<file path="config.mk">
export PLATFORM = sky130hd
export DESIGN_NAME = pab_position
export DESIGN_NICKNAME = d
export VERILOG_FILES = /design/src/hw/rtl/pedestal_add_pixel_binning_macros.svh /design/src/hw/rtl/pab_pkg.sv /design/src/hw/rtl/pab_position.sv
export SDC_FILE = /design/constraint.sdc
export NUM_CORES = 1
export LEC_CHECK = 0
export BUFFER_PORTS_ARGS = -buffer_cell sky130_fd_sc_hd__buf_2
export CAP_MARGIN = 20
export CORE_ASPECT_RATIO = 1.25
export CORE_MARGIN = 5
export CORE_UTILIZATION = 50
export DETAILED_ROUTE_END_ITERATION = 12
export GPL_ROUTABILITY_DRIVEN = 0
export PLACE_DENSITY_LB_ADDON = 0.12
export SYNTH_ARGS = -nofsm -noshare
export SYNTH_HDL_FRONTEND = slang
export SYNTH_SLANG_ARGS = --single-unit
export TNS_END_PERCENT = 5
</file>
<file path="constraint.sdc">
create_clock -name i_clk -period 6.8 [get_ports i_clk]
set_input_delay 0.34 -clock i_clk [delete_from_list [all_inputs] [get_ports i_clk]]
set_output_delay 0.34 -clock i_clk [all_outputs]
set_load 0.02 [all_outputs]
</file>
<file path="src/hw/rtl/pedestal_add_pixel_binning_macros.svh">
// Assertion macros shared by the pixel binning RTL.
`ifndef PEDESTAL_ADD_PIXEL_BINNING_MACROS_SVH
`define PEDESTAL_ADD_PIXEL_BINNING_MACROS_SVH

`ifndef SYNTHESIS

// Checks that a condition implies another one at the same clock edge.
`define PAB_ASSERT_IMPLY(label, ante, cons) \
    label: assert property (@(posedge i_clk) disable iff (!i_rst_n) \
        (ante) |-> (cons)) else $error("assertion failed: same-cycle implication");

// Checks that a condition implies another one at the next clock edge.
`define PAB_ASSERT_NEXT(label, ante, cons) \
    label: assert property (@(posedge i_clk) disable iff (!i_rst_n) \
        (ante) |=> (cons)) else $error("assertion failed: next-cycle implication");

`else

`define PAB_ASSERT_IMPLY(label, ante, cons)
`define PAB_ASSERT_NEXT(label, ante, cons)

`endif

`endif

</file>
<file path="src/hw/rtl/pab_pkg.sv">
// Package with item types, configuration codes and constants of the pixel binner.
`default_nettype none

package pab_pkg;

    localparam int CORR_W  = 19;
    localparam int SUM_W   = 25;
    localparam int COORD_W = 12;
    localparam int CFG_W   = 13;

    localparam logic [CORR_W-1:0] FIXED_OFFSET = 19'h10000;
    localparam logic [SUM_W-1:0]  SUM_MAX      = 25'h1FFFFFF;

    // Configuration register indexes.
    localparam logic [1:0] CFG_FRAME_WIDTH   = 2'd0;
    localparam logic [1:0] CFG_FRAME_HEIGHT  = 2'd1;
    localparam logic [1:0] CFG_BIN_FACTOR    = 2'd2;
    localparam logic [1:0] CFG_PEDESTAL_MODE = 2'd3;

    typedef struct packed {
        logic [15:0] pixel_value;
        logic [17:0] pedestal_value;
        logic        frame_start;
    } t_in_item;

    typedef struct packed {
        logic [SUM_W-1:0]   bin_sum;
        logic [COORD_W-1:0] bin_column;
        logic [COORD_W-1:0] bin_row;
        logic               frame_last;
    } t_out_item;

    typedef struct packed {
        logic [CFG_W-1:0] frame_width;
        logic [CFG_W-1:0] frame_height;
        logic [3:0]       bin_factor;
        logic             pedestal_mode;
    } t_cfg;

    // Per-pixel control handed from the position stage to the accumulator.
    typedef struct packed {
        logic                first;
        logic                emit;
        logic                frame_last;
        logic [COORD_W-1:0]  bin_column;
        logic [COORD_W-1:0]  bin_row;
        logic [CORR_W-1:0]   corrected;
    } t_pos_info;

endpackage

`default_nettype wire

</file>
<file path="src/hw/rtl/pab_position.sv">
// Position counters, bin boundary decisions and pedestal correction for each pixel.
`default_nettype none

module pab_position #(
    parameter int MAX_WIDTH = 4096,
    parameter int MAX_BIN   = 8,
    localparam int CW = $clog2(MAX_WIDTH),
    localparam int BW = (MAX_BIN > 1) ? $clog2(MAX_BIN) : 1
) (
    input  wire logic              i_clk,
    input  wire logic              i_rst_n,
    input  wire logic              i_step,
    input  wire pab_pkg::t_in_item i_item,
    input  wire pab_pkg::t_cfg     i_cfg,
    output pab_pkg::t_pos_info     o_info,
    output logic [CW-1:0]          o_idx
);
    import pab_pkg::*;

    logic [CW-1:0] r_pixel_column, n_pixel_column;
    logic [CW-1:0] r_pixel_row, n_pixel_row;
    logic [BW-1:0] r_column_in_bin, n_column_in_bin;
    logic [BW-1:0] r_row_in_bin, n_row_in_bin;
    logic [CW-1:0] r_bin_column, n_bin_column;
    logic [CW-1:0] r_bin_row, n_bin_row;

    logic [CW-1:0] col, row, bcol, brow;
    logic [BW-1:0] cib, rib;
    logic [CW-1:0] last_col, last_row;
    logic [BW-1:0] last_bin;
    logic          row_end, frame_end, bin_col_end, bin_row_end;

    // Clamp the configured sizes to their legal ranges and take the last index.
    always_comb begin
        if (i_cfg.frame_width == '0) begin
            last_col = '0;
        end else if (32'(i_cfg.frame_width) > MAX_WIDTH) begin
            last_col = CW'(MAX_WIDTH - 1);
        end else begin
            last_col = CW'(i_cfg.frame_width - 13'd1);
        end
        if (i_cfg.frame_height == '0) begin
            last_row = '0;
        end else if (32'(i_cfg.frame_height) > MAX_WIDTH) begin
            last_row = CW'(MAX_WIDTH - 1);
        end else begin
            last_row = CW'(i_cfg.frame_height - 13'd1);
        end
        if (i_cfg.bin_factor == '0) begin
            last_bin = '0;
        end else if (32'(i_cfg.bin_factor) > MAX_BIN) begin
            last_bin = BW'(MAX_BIN - 1);
        end else begin
            last_bin = BW'(i_cfg.bin_factor - 4'd1);
        end
    end

    // A frame start clears the position before this pixel is placed.
    assign col  = i_item.frame_start ? '0 : r_pixel_column;
    assign row  = i_item.frame_start ? '0 : r_pixel_row;
    assign cib  = i_item.frame_start ? '0 : r_column_in_bin;
    assign rib  = i_item.frame_start ? '0 : r_row_in_bin;
    assign bcol = i_item.frame_start ? '0 : r_bin_column;
    assign brow = i_item.frame_start ? '0 : r_bin_row;

    assign row_end     = col >= last_col;
    assign frame_end   = row >= last_row;
    assign bin_col_end = row_end || (cib >= last_bin);
    assign bin_row_end = frame_end || (rib >= last_bin);

    // Control for the accumulator stage.
    always_comb begin
        o_info.first      = (cib == '0) && (rib == '0);
        o_info.emit       = bin_col_end && bin_row_end;
        o_info.frame_last = row_end && frame_end;
        o_info.bin_column = COORD_W'(bcol);
        o_info.bin_row    = COORD_W'(brow);
        o_info.corrected  = CORR_W'(i_item.pixel_value)
                          + (i_cfg.pedestal_mode ? CORR_W'(i_item.pedestal_value)
                                                 : FIXED_OFFSET);
    end

    assign o_idx = bcol;

    // Advance the raster and bin counters.
    always_comb begin
        n_pixel_column  = r_pixel_column;
        n_pixel_row     = r_pixel_row;
        n_column_in_bin = r_column_in_bin;
        n_row_in_bin    = r_row_in_bin;
        n_bin_column    = r_bin_column;
        n_bin_row       = r_bin_row;
        if (i_step) begin
            n_pixel_row  = row;
            n_row_in_bin = rib;
            n_bin_row    = brow;
            if (row_end) begin
                n_pixel_column  = '0;
                n_column_in_bin = '0;
                n_bin_column    = '0;
                if (frame_end) begin
                    n_pixel_row  = '0;
                    n_row_in_bin = '0;
                    n_bin_row    = '0;
                end else begin
                    n_pixel_row = row + 1'b1;
                    if (bin_row_end) begin
                        n_row_in_bin = '0;
                        n_bin_row    = brow + 1'b1;
                    end else begin
                        n_row_in_bin = rib + 1'b1;
                    end
                end
            end else begin
                n_pixel_column = col + 1'b1;
                if (bin_col_end) begin
                    n_column_in_bin = '0;
                    n_bin_column    = bcol + 1'b1;
                end else begin
                    n_column_in_bin = cib + 1'b1;
                    n_bin_column    = bcol;
                end
            end
        end
    end

    always_ff @(posedge i_clk) begin
        if (!i_rst_n) begin
            r_pixel_column  <= '0;
            r_pixel_row     <= '0;
            r_column_in_bin <= '0;
            r_row_in_bin    <= '0;
            r_bin_column    <= '0;
            r_bin_row       <= '0;
        end else begin
            r_pixel_column  <= n_pixel_column;
            r_pixel_row     <= n_pixel_row;
            r_column_in_bin <= n_column_in_bin;
            r_row_in_bin    <= n_row_in_bin;
            r_bin_column    <= n_bin_column;
            r_bin_row       <= n_bin_row;
        end
    end

endmodule

`default_nettype wire

</file>
==> results of run 1 <==
[registers in the layout (all words and copies together), names as in the netlist]
signal	count
r_pixel_row	12
r_bin_row	12
r_column_in_bin	3
r_row_in_bin	3
r_bin_column	12
r_pixel_column	12
[cell families after synthesis]
group | synth area share, %
xor gates and xnor gates | 5.80
adders and majority gates | 13.7
muxes | 2.37
and+or+nand+nor | 31.0
DFF | 19.3
AOI/OAI and AO/OA | 21.4
buffers and inverters | 6.47
[cell usage after synthesis (all sizes together) (8+ instances only)]
master,instances
mux2i,11
dfxtp,54
xnor2,23
o21a,8
nor2,51
o2bb2ai,10
nand2b,10
nor3,27
a31oi,10
or3,8
nand4,14
ha,57
clkbuf,25
nand2,69
a21oi,45
a21o,13
inv,35
and2,32
buf,22
a21boi,11
o21ai,42
nor2b,54
nand3,39
xor2,14
[power by group]
group          internal [W]  switching [W]  leakage (nW)
sequential         0.000318     0.00000132         0.436
combinational     0.0000868       0.000129          2.37
clock              0.000158       0.000117        0.0801
total              0.000562       0.000247          2.89
[through the flow]
step | hold slack [ns] | instance area (um2) | power [W] | utilization (%)
final | 0.454 | 6380 | 0.000809 | 57.9
after floorplan | 0.417 | 5590 | 0.000471 | -
after CTS | 0.462 | 6380 | 0.000817 | 57.9
after global routing | 0.493 | 6380 | 0.000853 | 57.9
after global placement | 0.430 | 6220 | 0.000537 | 56.4
after detailed placement | 0.442 | 6220 | 0.000543 | 56.4
[layout make-up]
cell class                 instances  area, um2  share of cell area (%)
clock buffer                       7        153                    2.39
clock inverter                     1       8.76                   0.137
inverter                          35        131                    2.06
multi-input combinational        625       4150                    65.0
sequential                        54       1080                    16.9
tap                              135        169                    2.65
timing repair buffer             134        691                    10.8
[critical path: stages]
cell and delay, ns:
buf_2 0.10, or3_1 0.43, or4_1 0.59, nor2b_1 0.38
nand2_1 0.18, o21ai_0 0.12, ha_1 0.25, and3_1 0.17
a221oi_1 0.38, o21a_1 0.56, and2_1 0.40, a21oi_1 0.08
buf_2 0.17
[worst paths after layout]
path / start / endpoint / slack (ns) / cells past startpoint
max: i_cfg[24] / o_info[44] / 2.29 / 13
min: r_bin_row[8] / r_bin_row[8] / 0.45 / 2
max reg2reg: r_pixel_column[2] / r_pixel_row[5] / 3.51 / 10
min reg2reg: r_bin_row[8] / r_bin_row[8] / 0.45 / 2
[per-layer routing]
layer	routed length, um	track usage [%]	vias up
li1	-	-	2887
met1	6140	24.1	2617
met2	7040	38.6	135
met3	637	3.12	13
met4	140	4.57	0
met5	0	0	-
==> results.ini, run 1 <==
[status]
status = finished clean

[critical_path]
cp.arrival_ns = 4.17
end_kind = primary output
critPathLaunchType = input port
path_max_fanout = 16
crit_type = in2out
required_ns = 6.46

[logic_synthesis]
netlist_instances = 761
yosys.area.top_type_share_pct = 19.3
synth_cell_type_count = 64
yosysTopAreaCell = dfxtp_1
synth_area_mm2 = 0.00559
avgSynthCellArea_um2 = 7.34
synth-edff-count = 0
seq_area_frac_synth_pct = 19.3
ys_ff_latch = 54
synthTopCellsByArea = dfxtp_1 (19%), ha_1 (13%), nor2b_1 (6.0%), nand2_1 (4.6%), a21oi_1 (4.0%)
ys_warn_count = 0
synthFlopType = dfxtp_1
syn_nets = 888
async_flop_share_pct = 0

[global_routing]
grt_max_degree = 53
grt_pass1_vias = 5482
grtUsageTotal_pct = 20.4
overflow = 0
grt_pass1_wl_mm = 24.1
antenna_found_initial = 0

[drt]
vias_per_cell = 5.70
dr.pass1.iters = 6
wl_mm = 14.0
wl_per_cell_um = 14.1
drc = 0
drtAntennaViolNets = 0
drt_iter0_drc = 216
vias = 5652

[final_layout]
synthToLayoutAreaGrowth_pct = 14.2
layoutNonFillerInstCount = 991
layout_common_cells = buf_2 (126), nand2_1 (69), ha_1 (57)
drive_gt1_share_pct = 17.8
fillers = 1084
antenna_cells = 0
mostFrequentLayoutCell = buf_2
nets = 982

[floorplan]
core_area_mm2 = 0.0110
fp.dieW_um = 105
die_h_um = 128
die_area_mm2 = 0.0134
start_util_pct = 50.7
pin_count = 127
row_count = 43

[place]
place_ws_ns = 2.08
post-dp-hpwl_mm = 10.6
dp.cells = 983
portBuffers = 126

[cts]
htree_levels = 2
cts_hold_buf = 0
post_cts_resized = 0
clock_sink_count = 54
clk_latency_ns = 0.29
cts_root_buf = clkbuf_16
cts_buffers = 5
clk_path_buf_depth = 2
cts_tree = built
post_cts_buffers = 0
clkSlewWorstSetupHoldPaths_ns = 0.07

[power]
powerDensity_mw_per_mm2 = 127
vdd_drop_max_uv = 132
leakage_nw = 2.89

[hold_path]
min_path_type = reg2reg

[timing]
tightest_slew_ns = 0.698
worst_slack_ns = 2.29
hold_viol = 0
max-slew-margin-rel_pct = 53.4
rsz0062_at_grt = no
setup_viol = 0
fmax_mhz = 222
skew_ns = 0.00975
timing.final.crit_period_ns = 4.51
tns_ns = 0
min_period_over_period_pct = 66.4
finalMaxSlewViolations = 0

[flow_run]
cap_violations = 0

Power figures use the tool's default switching activity.
==> run 2, diff against run 1 <==
==> constraint.sdc (replaced) <==
create_clock -name i_clk -period 4.3 [get_ports i_clk]
set_input_delay 0.215 -clock i_clk [delete_from_list [all_inputs] [get_ports i_clk]]
set_output_delay 0.215 -clock i_clk [all_outputs]
set_load 0.02 [all_outputs]
==> run 2 against run 1 <==
Via count grew 0.19%. Total power grew 71%. Sequential share of layout area shrank 0.30 points. Die area is the same. Sequential cell count is the same. Register-to-register slack lost 2.1 ns. Global-route usage grew 0.055 points. Largest cell class unchanged. Highest routed layer unchanged.
==> results.ini, run 2 (synthesis gave the netlist of run 1 again) <==
[power]
leakage_nw = 2.95
powerDensity_mw_per_mm2 = 213
vdd_drop_max_uv = 212

[cts]
htree_levels = 2
post_cts_buffers = 0
clk_path_buf_depth = 2
cts_hold_buf = 0
clk_latency_ns = 0.30
clock_sink_count = 54
clkSlewWorstSetupHoldPaths_ns = 0.07
cts_tree = built
cts_root_buf = clkbuf_16
cts_buffers = 5

[global_routing]
grt_max_degree = 43
overflow = 0
grt_pass1_wl_mm = 23.9
antenna_found_initial = 0
grt_pass1_vias = 5398
grtUsageTotal_pct = 20.5

[critical_path]
critical_path.max_stage_delay_ns = 0.61
crit_family = simple AND/OR/NAND/NOR gates
cpMostUsedCell = buf_2
crit_type = in2out
cp.arrival_ns = 3.71
crit_chain = buf_2 -> or3_1 -> or4_1 -> nor3_1 -> a31oi_1 -> o31ai_1 -> ha_1 -> nand4_1 -> nor2_1 -> a211oi_1 -> o21a_1 -> buf_4 -> and2_1 -> a21oi_1 -> buf_2
cp_num_buf_inv = 3
critPathLaunchType = input port
path_max_fanout = 10
slowest_stage = or4_1
end_kind = primary output
required_ns = 4.09

[place]
post-dp-hpwl_mm = 11.1
place_ws_ns = 0.0437
portBuffers = 126

[floorplan]
core_area_mm2 = 0.0110
fp.dieW_um = 105
row_count = 43
pin_count = 127
die_area_mm2 = 0.0134
die_h_um = 128
start_util_pct = 50.7

[drt]
drt_iter0_drc = 183
dr_wl_met3_um = 624
m1WireLength_mm = 6.41
wl_per_cell_um = 14.4
vias_per_cell = 5.66
vias = 5663
drc = 0
drtAntennaViolNets = 0
dr_wl_met2_mm = 7.18
wl_mm = 14.4
highest_layer = met4
dr.pass1.iters = 5

[timing]
max-slew-margin-rel_pct = 55.5
timing.final.crit_period_ns = 3.92
whs_ns = 0.391
rsz0062_at_grt = no
tns_ns = 0
skew_ns = 0.00442
finalMaxSlewViolations = 0
min_period_over_period_pct = 91.2
tightest_slew_ns = 0.668
fmax_mhz = 255
worst_slack_ns = 0.379
hold_viol = 0
setup_viol = 0

[final_layout]
nets = 991
fin_util_pct = 58.9
synthToLayoutAreaGrowth_pct = 16.3
antenna_cells = 0
drive_gt1_share_pct = 18.8
fillers = 1053
layout_common_cells = buf_2 (126), nand2_1 (69), ha_1 (57)
mostFrequentLayoutCell = buf_2

[flow_run]
cap_violations = 0

[hold_path]
min_path_type = in2reg

[status]
status = finished clean

==> run 2: tightest hold or removal path, delay by kind of cell <==
family	cells	cell delay (ns)
AOI/OAI and AO/OA	1	0.07
and+or+nand+nor	1	0.11
buffers and inverters	1	0.23
==> run 2: where the power goes <==
| part | internal, W | switching (W) | total (W) | leakage (nW) |
|---|---|---|---|---|
| registers | 0.000503 | 0.00000206 | 0.000505 | 0.436 |
| clock network | 0.000350 | 0.000186 | 0.000536 | 0.0971 |
| logic | 0.000139 | 0.000206 | 0.000345 | 2.42 |
==> run 2: area by class of cell <==
class	instances	area [um2]	area share [%]
flip-flops and latches	54	1080	16.6
clock buffers	6	139	2.14
repair buffers	143	758	11.7
multi-input cells	625	4160	64.0
inverters	35	131	2.02
well taps	135	169	2.60
clock inverters	2	60.1	0.924
==> run 2: repair_timing <==
action,CTS,global route
gates resized for setup,0,2
setup endpoints to repair,0,1
hold endpoints to repair,0,0
==> run 2: worst paths after layout <==
path,startpoint,end,slack [ns],cells after the start
setup / recovery,i_cfg[22],o_info[44],0.38,15
hold / removal,i_step,r_bin_column[0],0.39,3
setup reg to reg,r_pixel_column[10],r_bin_row[3],1.42,10
hold reg to reg,r_bin_row[8],r_bin_row[8],0.46,2
==> run 2: per-layer routing <==
metal / vias to the layer above / track usage, %
li1: 2908 / -
met1: 2612 / 24.4
met2: 128 / 37.9
met3: 15 / 3.38
met4: 0 / 5.26
met5: - / 0
==> run 2: stage by stage <==
step	power, W	cells	instance area, um2
after floorplan	0.000745	761	5590
after global placement	0.000852	992	6290
after detailed placement	0.000861	992	6290
after CTS	0.00140	1000	6490
after global routing	0.00145	1000	6500
final	0.00139	1000	6500
